===== src/hw/rtl/mf3_pkg.sv =====
package mf3_pkg;

  localparam int PIX_W      = 16;
  localparam int COL_W      = 11;
  localparam int ROW_W      = 12;
  localparam int LW_W       = 12;
  localparam int FH_W       = 13;
  localparam int CFG_IDX_W  = 2;
  localparam int CFG_DATA_W = 13;

  localparam int MAX_WIDTH  = 2048;
  localparam int MAX_HEIGHT = 4096;
  localparam int MIN_DIM    = 3;

  // Queue between front and back
  localparam int QDEPTH  = 4;
  localparam int QPTR_W  = 2;
  localparam int QLVL_W  = 3;

  localparam logic [PIX_W-1:0] PIX_SIGN = PIX_W'(1) << (PIX_W - 1);

  localparam logic [CFG_IDX_W-1:0] CFG_LINE_WIDTH    = 2'd0;
  localparam logic [CFG_IDX_W-1:0] CFG_FRAME_HEIGHT  = 2'd1;
  localparam logic [CFG_IDX_W-1:0] CFG_SIGNED_PIXELS = 2'd2;

  typedef struct packed {
    logic [PIX_W-1:0] pixel;
    logic             frame_start;
  } in_beat_t;

  typedef struct packed {
    logic [PIX_W-1:0] median;
    logic [ROW_W-1:0] center_row;
    logic [COL_W-1:0] center_col;
    logic             frame_end;
  } out_beat_t;

  typedef struct packed {
    logic [LW_W-1:0] line_width;
    logic [FH_W-1:0] frame_height;
    logic            signed_pixels;
  } cfg_t;

  typedef struct packed {
    logic [ROW_W-1:0] center_row;
    logic [COL_W-1:0] center_col;
    logic             frame_end;
  } tag_t;

  typedef struct packed {
    logic [8:0][PIX_W-1:0] win;
    tag_t                  tag;
  } win_item_t;

  typedef struct packed {
    logic              empty;
    logic [QLVL_W-1:0] level;
  } q_status_t;

endpackage


===== src/hw/rtl/mf3_back.sv =====
module mf3_back (
  input  logic                 clk,
  input  logic                 rst_n,
  input  logic                 signed_pixels,
  input  mf3_pkg::q_status_t   q_stat,
  input  mf3_pkg::win_item_t   q_head,
  output logic                 q_pop,
  output logic                 out_valid,
  output mf3_pkg::out_beat_t   out_data,
  input  logic                 out_stall
);

  localparam int PW = mf3_pkg::PIX_W;

  typedef struct packed {
    logic [PW-1:0] r2, r3, r4, r5, k6, k7, k8;
    mf3_pkg::tag_t tag;
  } stg_a_t;

  typedef struct packed {
    logic [PW-1:0] r2, r3, r4, k7, k8;
    mf3_pkg::tag_t tag;
  } stg_b_t;

  typedef struct packed {
    logic [PW-1:0] r2, r3, k8;
    mf3_pkg::tag_t tag;
  } stg_c_t;

  // Returns {min, max}
  function automatic logic [2*PW-1:0] cx(input logic [PW-1:0] a, input logic [PW-1:0] b);
    return (b < a) ? {b, a} : {a, b};
  endfunction

  logic [PW-1:0] flip;
  logic          en_a, en_b, en_c, en_out;

  logic                a_v_r, b_v_r, c_v_r, out_v_r;
  stg_a_t              a_r, a_nxt;
  stg_b_t              b_r, b_nxt;
  stg_c_t              c_r, c_nxt;
  mf3_pkg::out_beat_t  out_r, out_nxt;

  // Signed order: flip the sign bit and compare unsigned
  assign flip = signed_pixels ? mf3_pkg::PIX_SIGN : '0;

  assign en_out = !out_v_r || !out_stall;
  assign en_c   = !c_v_r || en_out;
  assign en_b   = !b_v_r || en_c;
  assign en_a   = !a_v_r || en_b;
  assign q_pop  = !q_stat.empty && en_a;

  always_comb begin
    logic [PW-1:0] r1, r2, r3, r4, r5, r6;
    r1 = q_head.win[0] ^ flip;
    r2 = q_head.win[1] ^ flip;
    r3 = q_head.win[2] ^ flip;
    r4 = q_head.win[3] ^ flip;
    r5 = q_head.win[4] ^ flip;
    r6 = q_head.win[5] ^ flip;
    {r1, r4} = cx(r1, r4);
    {r2, r5} = cx(r2, r5);
    {r3, r6} = cx(r3, r6);
    {r1, r2} = cx(r1, r2);
    {r1, r3} = cx(r1, r3);
    {r5, r6} = cx(r5, r6);
    {r4, r6} = cx(r4, r6);
    a_nxt.r2  = r2;
    a_nxt.r3  = r3;
    a_nxt.r4  = r4;
    a_nxt.r5  = r5;
    a_nxt.k6  = q_head.win[6] ^ flip;
    a_nxt.k7  = q_head.win[7] ^ flip;
    a_nxt.k8  = q_head.win[8] ^ flip;
    a_nxt.tag = q_head.tag;
  end

  always_comb begin
    logic [PW-1:0] r1, r2, r3, r4, r5;
    r1 = a_r.k6;
    r2 = a_r.r2;
    r3 = a_r.r3;
    r4 = a_r.r4;
    r5 = a_r.r5;
    {r1, r2} = cx(r1, r2);
    {r3, r4} = cx(r3, r4);
    {r1, r3} = cx(r1, r3);
    {r1, r5} = cx(r1, r5);
    {r4, r5} = cx(r4, r5);
    {r2, r5} = cx(r2, r5);
    b_nxt.r2  = r2;
    b_nxt.r3  = r3;
    b_nxt.r4  = r4;
    b_nxt.k7  = a_r.k7;
    b_nxt.k8  = a_r.k8;
    b_nxt.tag = a_r.tag;
  end

  always_comb begin
    logic [PW-1:0] r1, r2, r3, r4;
    r1 = b_r.k7;
    r2 = b_r.r2;
    r3 = b_r.r3;
    r4 = b_r.r4;
    {r1, r2} = cx(r1, r2);
    {r3, r4} = cx(r3, r4);
    {r1, r3} = cx(r1, r3);
    {r2, r4} = cx(r2, r4);
    c_nxt.r2  = r2;
    c_nxt.r3  = r3;
    c_nxt.k8  = b_r.k8;
    c_nxt.tag = b_r.tag;
  end

  always_comb begin
    logic [PW-1:0] r1, r2, r3;
    r1 = c_r.k8;
    r2 = c_r.r2;
    r3 = c_r.r3;
    {r2, r3} = cx(r2, r3);
    {r1, r3} = cx(r1, r3);
    {r1, r2} = cx(r1, r2);
    out_nxt.median     = r2 ^ flip;
    out_nxt.center_row = c_r.tag.center_row;
    out_nxt.center_col = c_r.tag.center_col;
    out_nxt.frame_end  = c_r.tag.frame_end;
  end

  always_ff @(posedge clk) begin
    if (!rst_n) begin
      a_v_r   <= 1'b0;
      b_v_r   <= 1'b0;
      c_v_r   <= 1'b0;
      out_v_r <= 1'b0;
    end else begin
      if (en_a) begin
        a_v_r <= !q_stat.empty;
      end
      if (en_b) begin
        b_v_r <= a_v_r;
      end
      if (en_c) begin
        c_v_r <= b_v_r;
      end
      if (en_out) begin
        out_v_r <= c_v_r;
      end
    end
  end

  always_ff @(posedge clk) begin
    if (en_a) begin
      a_r <= a_nxt;
    end
    if (en_b) begin
      b_r <= b_nxt;
    end
    if (en_c) begin
      c_r <= c_nxt;
    end
    if (en_out) begin
      out_r <= out_nxt;
    end
  end

  assign out_valid = out_v_r;
  assign out_data  = out_r;

endmodule


===== config.mk =====
export PLATFORM = sky130hd
export DESIGN_NAME = mf3_back
export DESIGN_NICKNAME = d
export VERILOG_FILES = /design/src/hw/rtl/mf3_pkg.sv /design/src/hw/rtl/mf3_back.sv
export SDC_FILE = /design/constraint.sdc
export NUM_CORES = 1
export LEC_CHECK = 0
export BUFFER_PORTS_ARGS = -buffer_cell sky130_fd_sc_hd__buf_2
export CORE_AREA = 10 10 213 215
export DETAILED_ROUTE_END_ITERATION = 10
export DIE_AREA = 0 0 223 225
export PLACE_DENSITY = 0.76
export SLEW_MARGIN = 10
export SYNTH_ARGS = -nofsm -noshare
export SYNTH_HDL_FRONTEND = slang
export SYNTH_SLANG_ARGS = --single-unit

===== constraint.sdc =====
create_clock -name clk -period 12.2 [get_ports clk]
set_input_delay 1.83 -clock clk [delete_from_list [all_inputs] [get_ports clk]]
set_output_delay 1.83 -clock clk [all_outputs]
set_load 0.1 [all_outputs]

### After elaboration in Yosys (flattened, before gate mapping)

Cells that the tools add are included.

| storage, ports and cells | value |
|---|---|
| register bits after elaboration | 356 |
| input bits | 176 |
| logic and storage cells | 94 |

| cells by class | value |
|---|---|
| order comparisons | 20 |
| mux-type cells | 21 |
| bitwise logic cells | 10 |
| reductions and logical operators | 11 |

Operators by type and width:

| kind | count |
|---|---|
| $mux 32 | 16 |
| $lt 16x16->1 | 20 |
| $xor 16x16->16 | 10 |
| $mux 16 | 5 |
| $logic_not 1->1 | 6 |
| $logic_or 1x1->1 | 4 |
| $logic_and 1x1->1 | 1 |

### Longest topological paths before layout

| depth | value |
|---|---|
| word-level depth | 10 |
| depth in mapped cells | 57 |
| gate-level depth less buffers | 50 |

### Worst setup path after synthesis

OpenSTA, ideal clock, no wires.

| timing path | value |
|---|---|
| kind | flip-flop to flip-flop |
| start | register a_r[122] (netlist name) |
| end | register b_r[100] (netlist name) (data pin) |
| data arrival time | 10.528 ns |
| path slack | 1.409 ns |
| stages on the path, launching flop included | 56 |
| buffers on the path | 7 |
| period minus slack after synthesis | 10.791 ns |
| path through | edfxtp_1 > ha_1 > nand2_1 > o21ai_1 > a41oi_1 > o21ai_2 > buf_1 > clkbuf_1 > mux2i_1 > ha_1 > a2111oi_2 > o21ai_1 > a221o_1 > nor4_2 > o21ai_2 > o32ai_4 > buf_4 > buf_2 > [... 20 more ...] > nor2b_1 > o21ai_0 > nand2b_1 > a21o_1 > a21oi_1 > a21o_1 > buf_2 > mux2_2 > inv_1 > ha_1 > a21o_1 > a21o_1 > a21oi_1 > o21ai_0 > a211oi_1 > o21ai_4 > buf_4 > mux2i_1 |

RTL lines:

| element | line | text |
|---|---|---|
| start: declaration | mf3_back.sv:39 | `stg_a_t a_r, a_nxt;` |
| start signal: assignment | mf3_back.sv:153 | `a_r <= a_nxt;` |
| end signal: assignment | mf3_back.sv:156 | `b_r <= b_nxt;` |
| end: declaration | mf3_back.sv:40 | `stg_b_t b_r, b_nxt;` |

==> summary.txt <==
Die ar.: 50200 sq um
H-Tree Depth: 2
Post-Synth Simple-Gate Area: 6.91%
Post-DRT Antenna Nets: 0
Slew Limit Fails: 0
Starting DRC count in detailed routing: 920
Synth Area in Compound Gates: 11.9%
Reg2reg end: b_r[92]$_DFFE_PP_
Total negative slack: 0 ps
Reg2Reg Depth: 55
Hold WC Path Type: flop to flop
Dpl cell area: 25700 sq um
RSZ-0062 raised after global routing: no
Die Width: 223 um
Top layer in use: met4
Slowest-stage cell, CP: o21ai_4
Netlist cell types: 63
CP peak stage delay: 480 ps
Met2 wire length: 28.8 mm
Clock slew at reported path FFs: 60 ps
Min cycle time layout: 11150 ps
Setup Crit Path Kind: flop to flop
Synth area leader: edfxtp_1
# IOs: 218
TritonCTS Sinks: 356
WL met3: 1.98 mm
Clk buf depth: 3
Post-synthesis adder-cell area fraction: 15.6%
Critical path arrival: 11420 ps
F_max: 0.0897 GHz
Xor/xnor share of the synthesized area: 0.367%
Area of the core: 41400 sq um
Met1 Wirelength: 23.7 mm
Post-route DRC: 0
Worst-margin pin slew: 1200 ps
Post-Syn Nets: 2658
Reg2Reg Setup Slack: 1050 ps
Detailed-route via count: 16905
First-pass GRT wire length: 89.3 mm
Root Buffer: clkbuf_16
Post-synth ARST share: 0%
DR vias/cell: 5.67
Largest net degree at the start of global routing: 81
Grt total ovfl: 0
Final Cell Area: 27000 sq um
R2r startpoint: a_r[90]$_DFFE_PN_
Detailed Routing Iterations Pass 1: 5
Post-Synthesis Cell Area: 23900 sq um
Mean routed wirelength per cell: 19.1 um
Synthesized flop and latch total: 356
Worst rel slew slack: 19.7%
Fraction of the yosys area taken by sequential cells: 44.6%
Crit path launch type: flop
Routability congestion estimate: 0.916
Crit path max fanout: 31
Finish-stage setup viols: 0
EDFF count, synth: 352
Synth warn: 0
Mapped Cells: 2185
Status: finished clean
Worst Path Required: 12470 ps
Post-synth top area share: 44.3%
Largest family of logic cells by synthesized area: adder cells
Max Cap Viol: 0
Syn avg cell area: 10.9 sq um
TritonCTS clock tree: built
Final hold vios: 0
Die height: 225 um
# nets final: 2884
WL final: 56.8 mm
Vias in the first global route: 17349
Synth area leaders: edfxtp_1, ha_1, mux2i_1, inv_1, a21oi_1
Clock insertion delay at the later pin of the skew report: 550 ps
Clock Skews: 16.6 ps
Initial antenna violation count: 2
Initial core utilization: 57.6%
Proportion of layout cells with a drive suffix above 1: 16.5%
Post-CTS sizing: 0
Min-delay src: b_r[10]$_DFFE_PP_
Area growth, synth to finish: 13.2%
CP endpoint kind: flop
TritonCTS buffer count: 37
Top_reg_cell synth: edfxtp_1
Detailed Place HPWL: 46.1 mm
Buffers on Ports: 214
Mux cell area share after synthesis: 14.8%
GRT Util Overall: 22.0%
Row Count: 75
Hold endpoint: c_r[10]$_DFFE_PP_
Tcrit/Tclk final: 91.4%
Worst hold path depth: 0
[logic make-up (layout without fill, tap and decap cells)]
group,after synthesis,in the layout
flip-flops,356,356
adder cells (fa/ha/maj),297,297
multiplexers,342,342
AND/OR/NAND/NOR,361,361
buffers and inverters,359,611
AO/OA/AOI/OAI,460,460
XOR/XNOR,10,10
other,0,3
[per-stage QoR]
step,setup slack [ps],utilization [%],hold slack [ps],instances
5_1_grt,168,65.3,423,2979
3_5_place_dp,687,62.2,405,2908
3_3_place_gp,982,62.2,401,2908
4_1_cts,639,65.2,413,2973
6_report,1050,65.3,409,2979
2_1_floorplan,1410,-,400,2185
[cells in the mapped netlist (3+ instances only)]
library cell  instances
buf_2                11
a221oi_1              3
a31oi_1               5
ha_1                297
nand2b_1             18
a21o_1               73
o21ai_1              19
dfxtp_1               4
and4_1                7
o21ai_0              80
buf_4                 3
a211oi_1             15
mux2i_1             269
a211o_1               4
nand2_1             106
inv_1               289
o2111ai_1             9
nor2_1              139
a41oi_1               3
nand4_1              30
nand3_1              12
xor2_1                8
o211ai_1             10
buf_1                 6
mux2_2               67
a21oi_1             184
o21a_1               26
mux2_1                4
edfxtp_1            352
nor2b_1              27
o21ai_2               4
clkbuf_1             48
o31ai_1               3
nor3_1               12
[registers in the layout (all words and copies together) (netlist names)]
name,cells
a_v_r,1
c_v_r,1
out_data,40
out_valid,1
b_r,104
a_r,136
b_v_r,1
c_r,72
[timing repair]
item                       4_1_cts  5_1_grt
setup endpoints to repair        0       16
buffers inserted                 0        3
hold buffers                     0        0
[worst max-delay path, delay by kind of cell, from the launching register on]
kind / cells / cell delay (ps)
DFF: 1 / 450
buffers and inverters: 10 / 1540
and+or+nand+nor: 10 / 1070
adders and majority gates: 5 / 1520
muxes: 5 / 1280
AOI/OAI and AO/OA: 25 / 4980
[routing by layer]
layer | vias up | track usage (%)
li1 | 8395 | -
met1 | 8057 | 25.9
met2 | 348 | 39.6
met3 | 105 | 3.00
met4 | 0 | 9.33
met5 | - | 0
[cell type report]
class / instances / area, sq um
multi-input cells: 1470 / 11900
fillers: 3155 / 14400
well taps: 539 / 674
repair buffers: 257 / 1430
inverters: 289 / 1080
flip-flops and latches: 356 / 10700
clock buffers: 45 / 977
clock inverters: 20 / 260
diodes: 3 / 7.51
[layout by cell type, fill, tap and decap left out, types with 4 or more instances in the layout]
cell type  count
clkbuf_1       7
o211ai_1      10
clkinv_1       6
o2111ai_1      9
mux2i_1      269
and4_1         7
dfxtp_1        4
nand4_1       30
inv_1        288
a21o_1        73
a211oi_1      15
nand2b_1      18
edfxtp_1     352
nor2b_1       27
mux2_2        67
nor3_1        12
clkbuf_16     38
bufinv_16      5
buf_2        214
buf_4         40
nand2_1      105
o21ai_0       80
a211o_1        4
mux2_1         4
a21oi_1      183
o21a_1        26
nor2_1       139
ha_1         297
nand3_1       11
o21ai_1       15
xor2_1         8
o21ai_4        6
[how the worst max path moves through the flow]
| stage | start | end | slack [ps] |
|---|---|---|---|
| finish | a_r[90]$_DFFE_PN_ | b_r[92]$_DFFE_PP_ | 1050 |
| global route | a_r[90]$_DFFE_PN_ | b_r[100]$_DFFE_PP_ | 170 |
| CTS | a_r[90]$_DFFE_PN_ | b_r[97]$_DFFE_PP_ | 640 |
| detailed placement | a_r[90]$_DFFE_PN_ | b_r[99]$_DFFE_PP_ | 690 |
| global placement | a_r[90]$_DFFE_PN_ | b_r[99]$_DFFE_PP_ | 980 |
| floorplan | a_r[122]$_DFFE_PN_ | b_r[100]$_DFFE_PP_ | 1410 |
Power is left out: the tool's default activity adds up to more than one toggle a clock period on the data nets, which glitch-free logic cannot reach.
