**config.mk**
```make
export PLATFORM = sky130hd
export DESIGN_NAME = mf3_queue
export DESIGN_NICKNAME = d
export VERILOG_FILES = /design/src/hw/rtl/mf3_pkg.sv /design/src/hw/rtl/mf3_queue.sv
export SDC_FILE = /design/constraint.sdc
export NUM_CORES = 1
export LEC_CHECK = 0
export BUFFER_PORTS_ARGS = -buffer_cell sky130_fd_sc_hd__buf_2
export CORE_MARGIN = 4
export CORE_UTILIZATION = 50
export DETAILED_ROUTE_END_ITERATION = 10
export GPL_TIMING_DRIVEN = 0
export HOLD_SLACK_MARGIN = 0.12
export MAX_ROUTING_LAYER = met4
export PLACE_DENSITY = 0.71
export SYNTH_ARGS = -nofsm -noshare
export SYNTH_HDL_FRONTEND = slang
export SYNTH_SLANG_ARGS = --single-unit
```
**constraint.sdc**
```tcl
create_clock -name clk -period 5.76 [get_ports clk]
set_input_delay 0 -clock clk [delete_from_list [all_inputs] [get_ports clk]]
set_output_delay 0 -clock clk [all_outputs]
set_load 0.02 [all_outputs]
```
**src/hw/rtl/mf3_pkg.sv**
```systemverilog
package mf3_pkg;

  localparam int PIX_W      = 16;
  localparam int COL_W      = 11;
  localparam int ROW_W      = 12;
  localparam int LW_W       = 12;
  localparam int FH_W       = 13;
  localparam int CFG_IDX_W  = 2;
  localparam int CFG_DATA_W = 13;

  localparam int MAX_WIDTH  = 2048;
  localparam int MAX_HEIGHT = 4096;
  localparam int MIN_DIM    = 3;

  // Queue between front and back
  localparam int QDEPTH  = 4;
  localparam int QPTR_W  = 2;
  localparam int QLVL_W  = 3;

  localparam logic [PIX_W-1:0] PIX_SIGN = PIX_W'(1) << (PIX_W - 1);

  localparam logic [CFG_IDX_W-1:0] CFG_LINE_WIDTH    = 2'd0;
  localparam logic [CFG_IDX_W-1:0] CFG_FRAME_HEIGHT  = 2'd1;
  localparam logic [CFG_IDX_W-1:0] CFG_SIGNED_PIXELS = 2'd2;

  typedef struct packed {
    logic [PIX_W-1:0] pixel;
    logic             frame_start;
  } in_beat_t;

  typedef struct packed {
    logic [PIX_W-1:0] median;
    logic [ROW_W-1:0] center_row;
    logic [COL_W-1:0] center_col;
    logic             frame_end;
  } out_beat_t;

  typedef struct packed {
    logic [LW_W-1:0] line_width;
    logic [FH_W-1:0] frame_height;
    logic            signed_pixels;
  } cfg_t;

  typedef struct packed {
    logic [ROW_W-1:0] center_row;
    logic [COL_W-1:0] center_col;
    logic             frame_end;
  } tag_t;

  typedef struct packed {
    logic [8:0][PIX_W-1:0] win;
    tag_t                  tag;
  } win_item_t;

  typedef struct packed {
    logic              empty;
    logic [QLVL_W-1:0] level;
  } q_status_t;

endpackage

```
**src/hw/rtl/mf3_queue.sv**
```systemverilog
module mf3_queue (
  input  logic                 clk,
  input  logic                 rst_n,
  input  logic                 push,
  input  mf3_pkg::win_item_t   push_item,
  input  logic                 pop,
  output mf3_pkg::win_item_t   head,
  output mf3_pkg::q_status_t   stat
);

  localparam int PTW = mf3_pkg::QPTR_W;
  localparam int LVW = mf3_pkg::QLVL_W;

  mf3_pkg::win_item_t ent_r [mf3_pkg::QDEPTH];
  logic [PTW-1:0]     wptr_r, rptr_r;
  logic [LVW-1:0]     level_r;

  always_ff @(posedge clk) begin
    if (!rst_n) begin
      wptr_r  <= '0;
      rptr_r  <= '0;
      level_r <= '0;
    end else begin
      if (push) begin
        wptr_r <= PTW'(wptr_r + PTW'(1));
      end
      if (pop) begin
        rptr_r <= PTW'(rptr_r + PTW'(1));
      end
      level_r <= LVW'(level_r + LVW'(push) - LVW'(pop));
    end
  end

  always_ff @(posedge clk) begin
    if (push) begin
      ent_r[wptr_r] <= push_item;
    end
  end

  assign head       = ent_r[rptr_r];
  assign stat.level = level_r;
  assign stat.empty = (level_r == '0);

endmodule

```
Word level (Yosys, flattened, before mapping):

Memories as Yosys holds them, arrays and structs flattened. A register that Yosys moved wholly into a read port is not among the register bits.
Index checks and enable logic that the tools add are counted.

* muxes and demuxes: 4
* reduce and logical (&&, ||, !) cells: 1
* $add $sub $neg: 4

Operators with widths (count)
* adder 2 x 1 -> 2 bit (second input constant): 2
* two-way mux 2 bit: 2
* adder 3 x 1 -> 3 bit: 1
* logical NOT 3 bit: 1
* subtractor 3 x 1 -> 3 bit: 1
* two-way mux 1 bit: 2

* memories kept: 1
* bits of input ports: 172
* RAM bits: 672
* register bits after elaboration: 7

Memories
* ent_r: depth 4, width 168, read ports 1, clocked after Yosys merged registers in 1, write ports 1, line mf3_queue.sv:14 `mf3_pkg::win_item_t ent_r [mf3_pkg::QDEPTH];`

Depth between registers and ports, before layout:

Gate-level depths: netlist of the first run.

* word-level depth: 3
* depth in mapped cells: 7

Worst setup path before layout of the first run:

No wires, ideal clock.

* path kind: register to register
* from: register wptr_r[0]
* to: memory ent_r[0][0] in the netlist's numbering, enable pin
* clock period less this slack: 4.923 ns
* data arrival time: 4.375 ns
* setup slack: 0.837 ns
* stages on the path, launching flop included: 4
* data required time: 5.212 ns
* buffers on the path: 0
* library setup time: 0.548 ns
* path through: dfxtp_1 -> inv_1 -> ha_1 -> and2_1

RTL lines
* start: declaration: line mf3_queue.sv:15 `logic [PTW-1:0] wptr_r, rptr_r;`
* start signal: assignment: line mf3_queue.sv:25 `wptr_r <= PTW'(wptr_r + PTW'(1));`
* end: declaration: line mf3_queue.sv:14

No word-level cell before the write port.

==> flow_summary.json, run 1 <==
{
  "synth_top_family_by_area": "multiplexers",
  "yosys.area_share.xor_xnor_pct": 0.1673,
  "worst_pin_slew_ns": 0.8427,
  "clock.fmax_ghz": 0.3549,
  "clk_latency_ns": 0.59,
  "crit_end": "head[130]",
  "wl_per_cell_um": 22.21,
  "synth_nets": 1099,
  "synth_cells": 920,
  "place.gp.congestion": 0.7244,
  "power_leakage_nw": 10.80,
  "drive_above_1_share_pct": 41.67,
  "wl_mm": 49.87,
  "placed_cells": 1939,
  "cts_buffers": 71,
  "synth_top_area_share_pct": 81.77,
  "r2r_cells": 7,
  "r2r-end": "level_r[1]$_SDFF_PN0_",
  "crit_path_max_fanout": 10,
  "rsz0062_at_grt": "no",
  "layout.cells.non_filler": 2246,
  "port_buffers": 343,
  "ys_seq_elements": 681,
  "cts-htree-levels": 3,
  "worst_setup_path_start_kind": "flop",
  "clockRootBuffer": "clkbuf_16",
  "synthAdderAreaFrac_pct": 0.3853,
  "nets": 1704,
  "overflow": 0,
  "irDropWorstVdd_uv": 305.6,
  "synth_area_leaders": "edfxtp_1 82%, mux4_2 15%, dfxtp_1 0.73%",
  "io-pin-count": 344,
  "ant_nets": 0,
  "cts_sinks": 681,
  "core_area_sq_mm": 0.04885,
  "critPathRequiredTime_ns": 5.76,
  "grt_pass1_wl_mm": 77.79,
  "viasPerCell": 5.269,
  "synth_mux_area_share_pct": 15.37,
  "ys_warn_count": 0,
  "r2r_start": "level_r[0]$_SDFF_PN0_",
  "hpwl_mm": 30.23,
  "start_util_pct": 50.52,
  "drtPass1Iterations": 7,
  "clk_pin_slew_ns": 0.06,
  "hold_class": "in -> reg",
  "critPathCaptureType": "output pin",
  "crit_arrival_ns": 2.82,
  "r2r_setup_slack_ns": 3.56,
  "tritoncts": "built",
  "synthesis.area_sq_mm": 0.02468,
  "grt_max_degree": 60,
  "min_path_cells": 2,
  "fp-row-count": 81,
  "die_y_um": 230.2,
  "drv_cap": 0,
  "drt-initial-drc-count": 731,
  "synth_compound_area_share_pct": 0.06084,
  "grt_usage_pct": 19.90,
  "synth_top_area_cell": "edfxtp_1",
  "drv_slew": 0,
  "clock_path_buffers": 3,
  "p_per_area_mw_per_mm2": 361.6,
  "synth.avg_cell_area_sq_um": 26.82,
  "synth_simple_gate_area_share_pct": 0.2789,
  "skew_ns": 0.01868,
  "vias": 11835,
  "synth_cell_types": 18,
  "area_growth_syn_to_layout_pct": 27.83,
  "grt_pass1_vias": 13103,
  "grt_antenna_before_repair": 3,
  "stdcell_area_sq_mm": 0.03154,
  "postCtsSetupBuffers": 0,
  "synth-seq-area-share_pct": 82.50,
  "period_share_pct": 48.92,
  "dpl_cell_area_sq_mm": 0.02754,
  "die_w_um": 230.2,
  "drc": 0,
  "finalHoldViolCount": 0,
  "fin_crit_ns": 2.818,
  "setup-violations-final": 0,
  "status": "finished clean",
  "worstSetupPathType": "reg -> out",
  "design.die.area_sq_mm": 0.05297,
  "max_slew_margin_pct": 43.82
}
cell usage in the layout (no fill, tap or decap), drive strengths merged:
cell         count
edfxtp         672
buf            388
dlygate4sd3    177
mux4           168
clkbuf          98
clkinv          24
inv             10
dfxtp            9
ha               6
and2             6
nor2             5
bufinv           5
diode            3
xnor2            2
clkinvlp         2
nor3             1
a21bo            1
nand3b           1
a21oi            1
mux2i            1
xor3             1
fa               1
synth_stat cells:
cell type    n
buf_6       15
buf_2       18
a21bo_2      1
xnor2_1      2
nor3_1       1
a21oi_1      1
mux4_2     168
edfxtp_1   672
xor3_1       1
inv_1        7
clkbuf_1     5
fa_1         1
dfxtp_1      9
nand3b_1     1
and2_1       6
nor2_1       5
mux2i_1      1
ha_1         6
routing by layer:
layer / track usage, % / wire length, um
met5: - / 0
met1: 24.48 / 19580
met3: 5.773 / 3371
met4: 5.104 / 1072
met2: 32.99 / 25850
logic make-up (layout without fill, tap and decap cells):
family                   count (synthesis)  after routing
AO/OA/AOI/OAI                            2              2
AND/OR/NAND/NOR                         13             13
buffers and inverters                   45            704
XOR/XNOR                                 3              3
flip-flops                             681            681
adder cells (fa/ha/maj)                  7              7
other                                    0              3
multiplexers                           169            169
where the power goes:
group | leakage (nW) | total, mW | internal [mW] | switching [mW]
sequential | 6.25 | 5.75 | 5.70 | 0.0525
clock | 1.08 | 4.34 | 2.57 | 1.77
combinational | 3.47 | 1.32 | 0.575 | 0.745
total | 10.8 | 11.4 | 8.84 | 2.57
area by class of cell:
class | count | area [sq um]
Timing Repair Buffer | 532 | 3796
Fill cell | 3223 | 17310
Clock buffer | 93 | 1911
Antenna cell | 3 | 7.507
Sequential cell | 681 | 20360
Inverter | 7 | 26.28
Clock inverter | 34 | 311.5
Multi-Input combinational cell | 194 | 4024
Buffer | 38 | 277.8
Tap cell | 664 | 830.8
metrics by stage:
step                setup WS, ns  power (mW)  util (%)  setup TNS (ns)  hold slack, ns
finish                     2.942       11.41     64.57               0          0.1660
global route               2.764       11.86     64.57               0          0.1335
CTS                        2.795       11.54     64.56               0          0.1200
detailed placement         3.444       7.087     56.38               0          0.2168
global placement          -2.282       7.099     55.73        -1505.71          0.2088
floorplan                 0.8370       6.630         -               0         0.09887
worst min path at each step:
stage                        start                       to
floorplan             push_item[0]    ent_r[0][0]$_DFFE_PP_
global placement     push_item[14]   ent_r[0][14]$_DFFE_PP_
detailed placement   push_item[84]   ent_r[1][84]$_DFFE_PP_
CTS                  push_item[14]   ent_r[2][14]$_DFFE_PP_
global route        push_item[116]  ent_r[1][116]$_DFFE_PP_
finish              push_item[111]  ent_r[1][111]$_DFFE_PP_
worst max-delay path, stage by stage, from the launching register on:
cell	delay, ns
dfxtp_1	0.30
buf_2	0.21
clkbuf_1	0.66
buf_2	0.42
mux4_2	0.44
buf_2	0.20
sequential cells by signal (all words and copies together), names as in the netlist, named ones only:
signal	cells
ent_r	672
level_r	3
rptr_r	2
wptr_r	2
repair_timing:
item | CTS | global route
hold buffers | 177 | 0
gates resized for setup | 0 | 0
endpoints found under the hold margin | 762 | 0
Power figures use the tool's default switching activity.
==> run 2, diff against run 1 <==
Clock period 5.76 ns to 2.6 ns, I/O delays scaled along.
==> run 2 against run 1 <==
Effect of this change:
- final cell count increased by 0.18%
- clock power up 120%
- via count up 0.97%
- clock skew increased by 0.0042 ns
- clock-buffer cell count fell by 6
- final area rose by 0.13%
- die area stayed put
- largest power group unchanged
- sequential share of layout area down 0.082 points
==> flow_summary.json, run 2 (synthesized netlist as in run 1, its figures left out) <==
{
  "power_leakage_nw": 10.82,
  "io-pin-count": 344,
  "period_share_pct": 91.37,
  "start_util_pct": 50.52,
  "dp_slack_ns": 0.2342,
  "cts_sinks": 681,
  "finalHoldViolCount": 0,
  "drc": 0,
  "place.gp.congestion": 0.7526,
  "critPathCaptureType": "output pin",
  "irDropWorstVdd_uv": 652.6,
  "nets": 1707,
  "worst_setup_path_start_kind": "flop",
  "r2r_cells": 5,
  "final_common_cell": "edfxtp_1",
  "drt-initial-drc-count": 812,
  "tritoncts": "built",
  "fp-row-count": 81,
  "ant_nets": 0,
  "area_growth_syn_to_layout_pct": 27.99,
  "fillCellCount": 3220,
  "fin_crit_ns": 2.376,
  "clock_path_buffers": 3,
  "worst_pin_slew_ns": 0.8912,
  "crit_end": "head[120]",
  "status": "finished clean",
  "core_area_sq_mm": 0.04885,
  "cts_buffers": 69,
  "regMostFlops": "ent_r",
  "placed_cells": 1939,
  "setup_tns_ns": 0,
  "clock.fmax_ghz": 0.4209,
  "p_per_area_mw_per_mm2": 799.3,
  "hold_class": "in -> reg",
  "rsz0062_at_grt": "no",
  "grt_pass1_wl_mm": 79.53,
  "die_y_um": 230.2,
  "wl_mm": 51.58,
  "viasPerCell": 5.311,
  "crit_path_max_fanout": 10,
  "clockRootBuffer": "clkbuf_16",
  "hpwl_mm": 30.53,
  "grt_usage_pct": 20.46,
  "cts-htree-levels": 3,
  "clk_latency_ns": 0.59,
  "setup_slack_ns": 0.2243,
  "wl_per_cell_um": 22.93,
  "port_buffers": 343,
  "postCtsSetupBuffers": 0,
  "largest_reg_flops": 672,
  "drv_slew": 0,
  "setup-violations-final": 0,
  "r2r_setup_slack_ns": 0.30,
  "power.total_mw": 25.24,
  "r2r_start": "wptr_r[0]$_SDFFE_PN0P_",
  "critPathRequiredTime_ns": 2.60,
  "grt_pass1_vias": 13120,
  "die_w_um": 230.2,
  "drv_cap": 0,
  "hold_start": "push_item[10]",
  "vias": 11950,
  "design.die.area_sq_mm": 0.05297,
  "grt_max_degree": 56,
  "worstSetupPathType": "reg -> out",
  "crit_arrival_ns": 2.38,
  "r2r-end": "ent_r[2][104]$_DFFE_PP_",
  "clk_pin_slew_ns": 0.06,
  "skew_ns": 0.02287,
  "overflow": 0,
  "grt_antenna_before_repair": 6,
  "drtPass1Iterations": 4,
  "layout_common_cells": "672 x edfxtp_1, 361 x buf_2, 182 x dlygate4sd3_1",
  "drive_above_1_share_pct": 41.71,
  "layout.cells.non_filler": 2250,
  "top_regs": "ent_r (672), level_r (3)",
  "max_slew_margin_pct": 40.59
}
-- run 2: worst min-delay path by stage --
stage                     slack (ns)                      to  depth (start not counted)
after floorplan                  0.1   ent_r[0][0]$_DFFE_PP_                          0
after global placement          0.21  ent_r[0][44]$_DFFE_PP_                          1
final                           0.16  ent_r[1][10]$_DFFE_PP_                          2
after CTS                       0.12  ent_r[0][67]$_DFFE_PP_                          2
after global routing            0.14  ent_r[3][63]$_DFFE_PP_                          2
after detailed placement        0.22  ent_r[1][81]$_DFFE_PP_                          1
-- run 2: layout make-up --
cell class                      count  area (sq um)  area share (%)
Tap cell                          664         830.8           2.630
Clock buffer                       87          1868           5.915
Clock inverter                     36         325.3           1.030
Multi-Input combinational cell    194          4024           12.74
Antenna cell                        6         15.01         0.04754
Inverter                            7         26.28         0.08319
Buffer                             38         281.5          0.8913
Timing Repair Buffer              537          3854           12.20
Sequential cell                   681         20360           64.46
-- run 2: report_power, final --
group          internal, mW  switching, mW  total (mW)  leakage [nW]
Clock                  5.60           3.94        9.55          1.07
Sequential             12.6          0.123        12.7          6.25
Combinational          1.28           1.67        2.95          3.50
-- run 2: per-layer routing --
metal  vias to the layer above  track usage [%]  share of wire (%)
met4                         0            6.541                2.5
met2                       406            33.17                 51
li1                       5225                -                  -
met1                      6231            25.84                 39
met5                         -                -                  0
met3                        88            5.129                7.1
-- run 2: critical path, cell delays in order (launching register included) --
cell and delay (ns):
dfxtp_1 0.31, buf_2 0.24, clkbuf_4 0.34, buf_2 0.34
mux4_2 0.39, buf_2 0.18
-- run 2: what timing repair did --
action	CTS	global route
endpoints found under the hold margin	681	0
endpoints found under the setup margin	100	0
hold buffers	182	0
gates resized for setup	2	0
-- run 2: through the flow --
stage	utilization (%)	cell area [sq um]	hold WS (ns)
CTS	64.63	31570	0.1205
finish	64.66	31580	0.1593
global placement	55.75	27230	0.2091
global route	64.66	31580	0.1373
floorplan	-	24690	0.09887
detailed placement	56.40	27550	0.2150
==> run 3, diff against run 2 <==
Settings changed: CTS_BUF_LIST set to sky130_fd_sc_hd__clkbuf_4 sky130_fd_sc_hd__clkbuf_8, GPL_TIMING_DRIVEN 0 to not set.
==> run 3 against run 2 <==
Effect of this change:
- sequential power about the same
- global-route usage is 0.91 points higher
- routed wire length is 5.6% higher
- die area is the same
- critical path depth decreased by 2
- sequential share of layout area down 2.6 points
- register-to-register slack gained 0.07 ns
- clock power down 16%
==> flow_summary.json, run 3 (synthesized netlist as in run 1, its figures left out) <==
{
  "overflow": 0,
  "die_w_um": 230.2,
  "hold_ws_ns": 0.2395,
  "grt_pass1_vias": 14369,
  "cp_slowest_stage_delay_ns": 0.61,
  "r2r_setup_slack_ns": 0.37,
  "viasPerCell": 5.198,
  "swShare_pct": 23.86,
  "switchingPower_mw": 5.711,
  "grt_max_degree": 68,
  "wl_per_cell_um": 22.02,
  "skew_ns": 0.02520,
  "rsz0062_at_grt": "no",
  "drive_above_1_share_pct": 39.93,
  "internal-power_mw": 18.23,
  "drv_cap": 0,
  "power.total_mw": 23.94,
  "grt_pass1_wl_mm": 83.47,
  "worst_pin_slew_ns": 0.5123,
  "cts-htree-levels": 3,
  "drt-initial-drc-count": 897,
  "setup_tns_ns": 0,
  "clock_path_buffers": 3,
  "placed_cells": 1942,
  "clk_pin_slew_ns": 0.06,
  "vias": 12866,
  "final_core_util_pct": 67.43,
  "area_growth_syn_to_layout_pct": 33.48,
  "met1_length_mm": 21.23,
  "hold_start": "rst_n",
  "fillCellCount": 3099,
  "crit_path_cell_trace": "buf_12 > mux4_2 > buf_2",
  "fin_crit_ns": 2.345,
  "setup-violations-final": 0,
  "hpwl_mm": 30.62,
  "port_buffers": 343,
  "clockRootBuffer": "clkbuf_8",
  "wl_met2_mm": 28.02,
  "fp-row-count": 81,
  "worstHoldEndpoint": "wptr_r[0]$_SDFFE_PN0P_",
  "status": "finished clean",
  "design.die.area_sq_mm": 0.05297,
  "grt_usage_pct": 21.37,
  "worstSetupPathType": "reg -> out",
  "r2r-end": "level_r[1]$_SDFF_PN0_",
  "start_util_pct": 50.52,
  "dr_wl_met3_mm": 3.566,
  "nets": 1908,
  "r2r_start": "level_r[0]$_SDFF_PN0_",
  "top_regs": "ent_r (672), level_r (3)",
  "cts_sinks": 681,
  "critPathRequiredTime_ns": 2.60,
  "finalHoldViolCount": 0,
  "critPathCaptureType": "output pin",
  "cp_num_buf_inv": 2,
  "hold_class": "in -> reg",
  "io-pin-count": 344,
  "r2r_cells": 7,
  "min_path_cells": 4,
  "ant_nets": 0,
  "place.gp.congestion": 0.7703,
  "p_comb_share_pct": 13.1,
  "routed.top_layer": "met4",
  "p_clk_share_pct": 33.5,
  "cts_buffers": 103,
  "grt_antenna_before_repair": 8,
  "clock.fmax_ghz": 0.4265,
  "max_slew_margin_pct": 65.85,
  "p_per_area_mw_per_mm2": 726.8,
  "final_common_cell": "edfxtp_1",
  "drc": 0,
  "power_frac_seq_pct": 53.3,
  "crit_arrival_ns": 2.34,
  "irDropWorstVdd_uv": 557.2,
  "clk_latency_ns": 0.68,
  "critPathSlowestCell": "mux4_2",
  "cp_top_family": "multiplexers",
  "layout_common_cells": "672 x edfxtp_1, 343 x buf_2, 342 x dlygate4sd3_1",
  "core_area_sq_mm": 0.04885,
  "die_y_um": 230.2,
  "wl_mm": 54.49,
  "largest_reg_flops": 672,
  "layout.cells.non_filler": 2475,
  "period_share_pct": 90.18,
  "power_leakage_nw": 11.43,
  "worst_setup_path_start_kind": "flop",
  "tritoncts": "built",
  "drtPass1Iterations": 4,
  "crit_path_max_fanout": 40,
  "drv_slew": 0,
  "regMostFlops": "ent_r"
}
[run 3: stage by stage]
step                setup slack [ns]  area (sq um)
finish                        0.2554         32940
global route                  0.1249         32940
CTS                        -0.007429         32880
detailed placement            0.7371         27590
global placement              0.7773         27590
floorplan                     0.4293         24690
[run 3: worst reg2reg max path, cell delays in order, from the launching register on]
cell	delay (ns)
dfxtp_1	0.35
inv_1	0.06
ha_1	0.28
inv_1	0.04
ha_1	0.18
fa_1	0.46
and2_1	0.17
dlygate4sd3_1	0.57
[run 3: power by group through the flow]
stage	logic (mW)	registers (mW)	clock network [mW]
after floorplan	1.66	13.0	0
after global placement	2.66	13.0	0
after detailed placement	2.69	13.0	0
after CTS	3.13	12.8	8.16
after global routing	3.34	12.8	8.78
final	3.14	12.8	8.03
[run 3: how the worst max path moves through the flow]
stage,end,slack [ns],depth (start not counted)
2_1_floorplan,ent_r[2][0]$_DFFE_PP_,0.43,3
3_3_place_gp,head[146],0.78,3
3_5_place_dp,head[92],0.74,3
4_1_cts,head[19],-0.007,3
5_1_grt,head[146],0.12,3
6_report,head[146],0.26,3
[run 3: layout make-up]
class | instances | area (sq um) | share of cell area, %
Antenna cell | 8 | 20.02 | 0.06077
Tap cell | 664 | 830.8 | 2.522
Clock inverter | 44 | 188.9 | 0.5736
Multi-Input combinational cell | 194 | 4024 | 12.22
Inverter | 7 | 26.28 | 0.07977
Sequential cell | 681 | 20370 | 61.83
Clock buffer | 135 | 1670 | 5.071
Timing Repair Buffer | 742 | 5813 | 17.65
[run 3: what timing repair did]
item,CTS,global route
hold buffers,342,0
buffers inserted,0,4
gates resized for setup,1,0
endpoints found under the hold margin,926,0
gates cloned,0,0
endpoints found under the setup margin,11,70
[run 3: metal layers]
layer	track usage [%]	up-vias
met1	26.41	6679
met5	-	-
met4	8.299	0
li1	-	5650
met2	34.51	429
met3	5.414	108
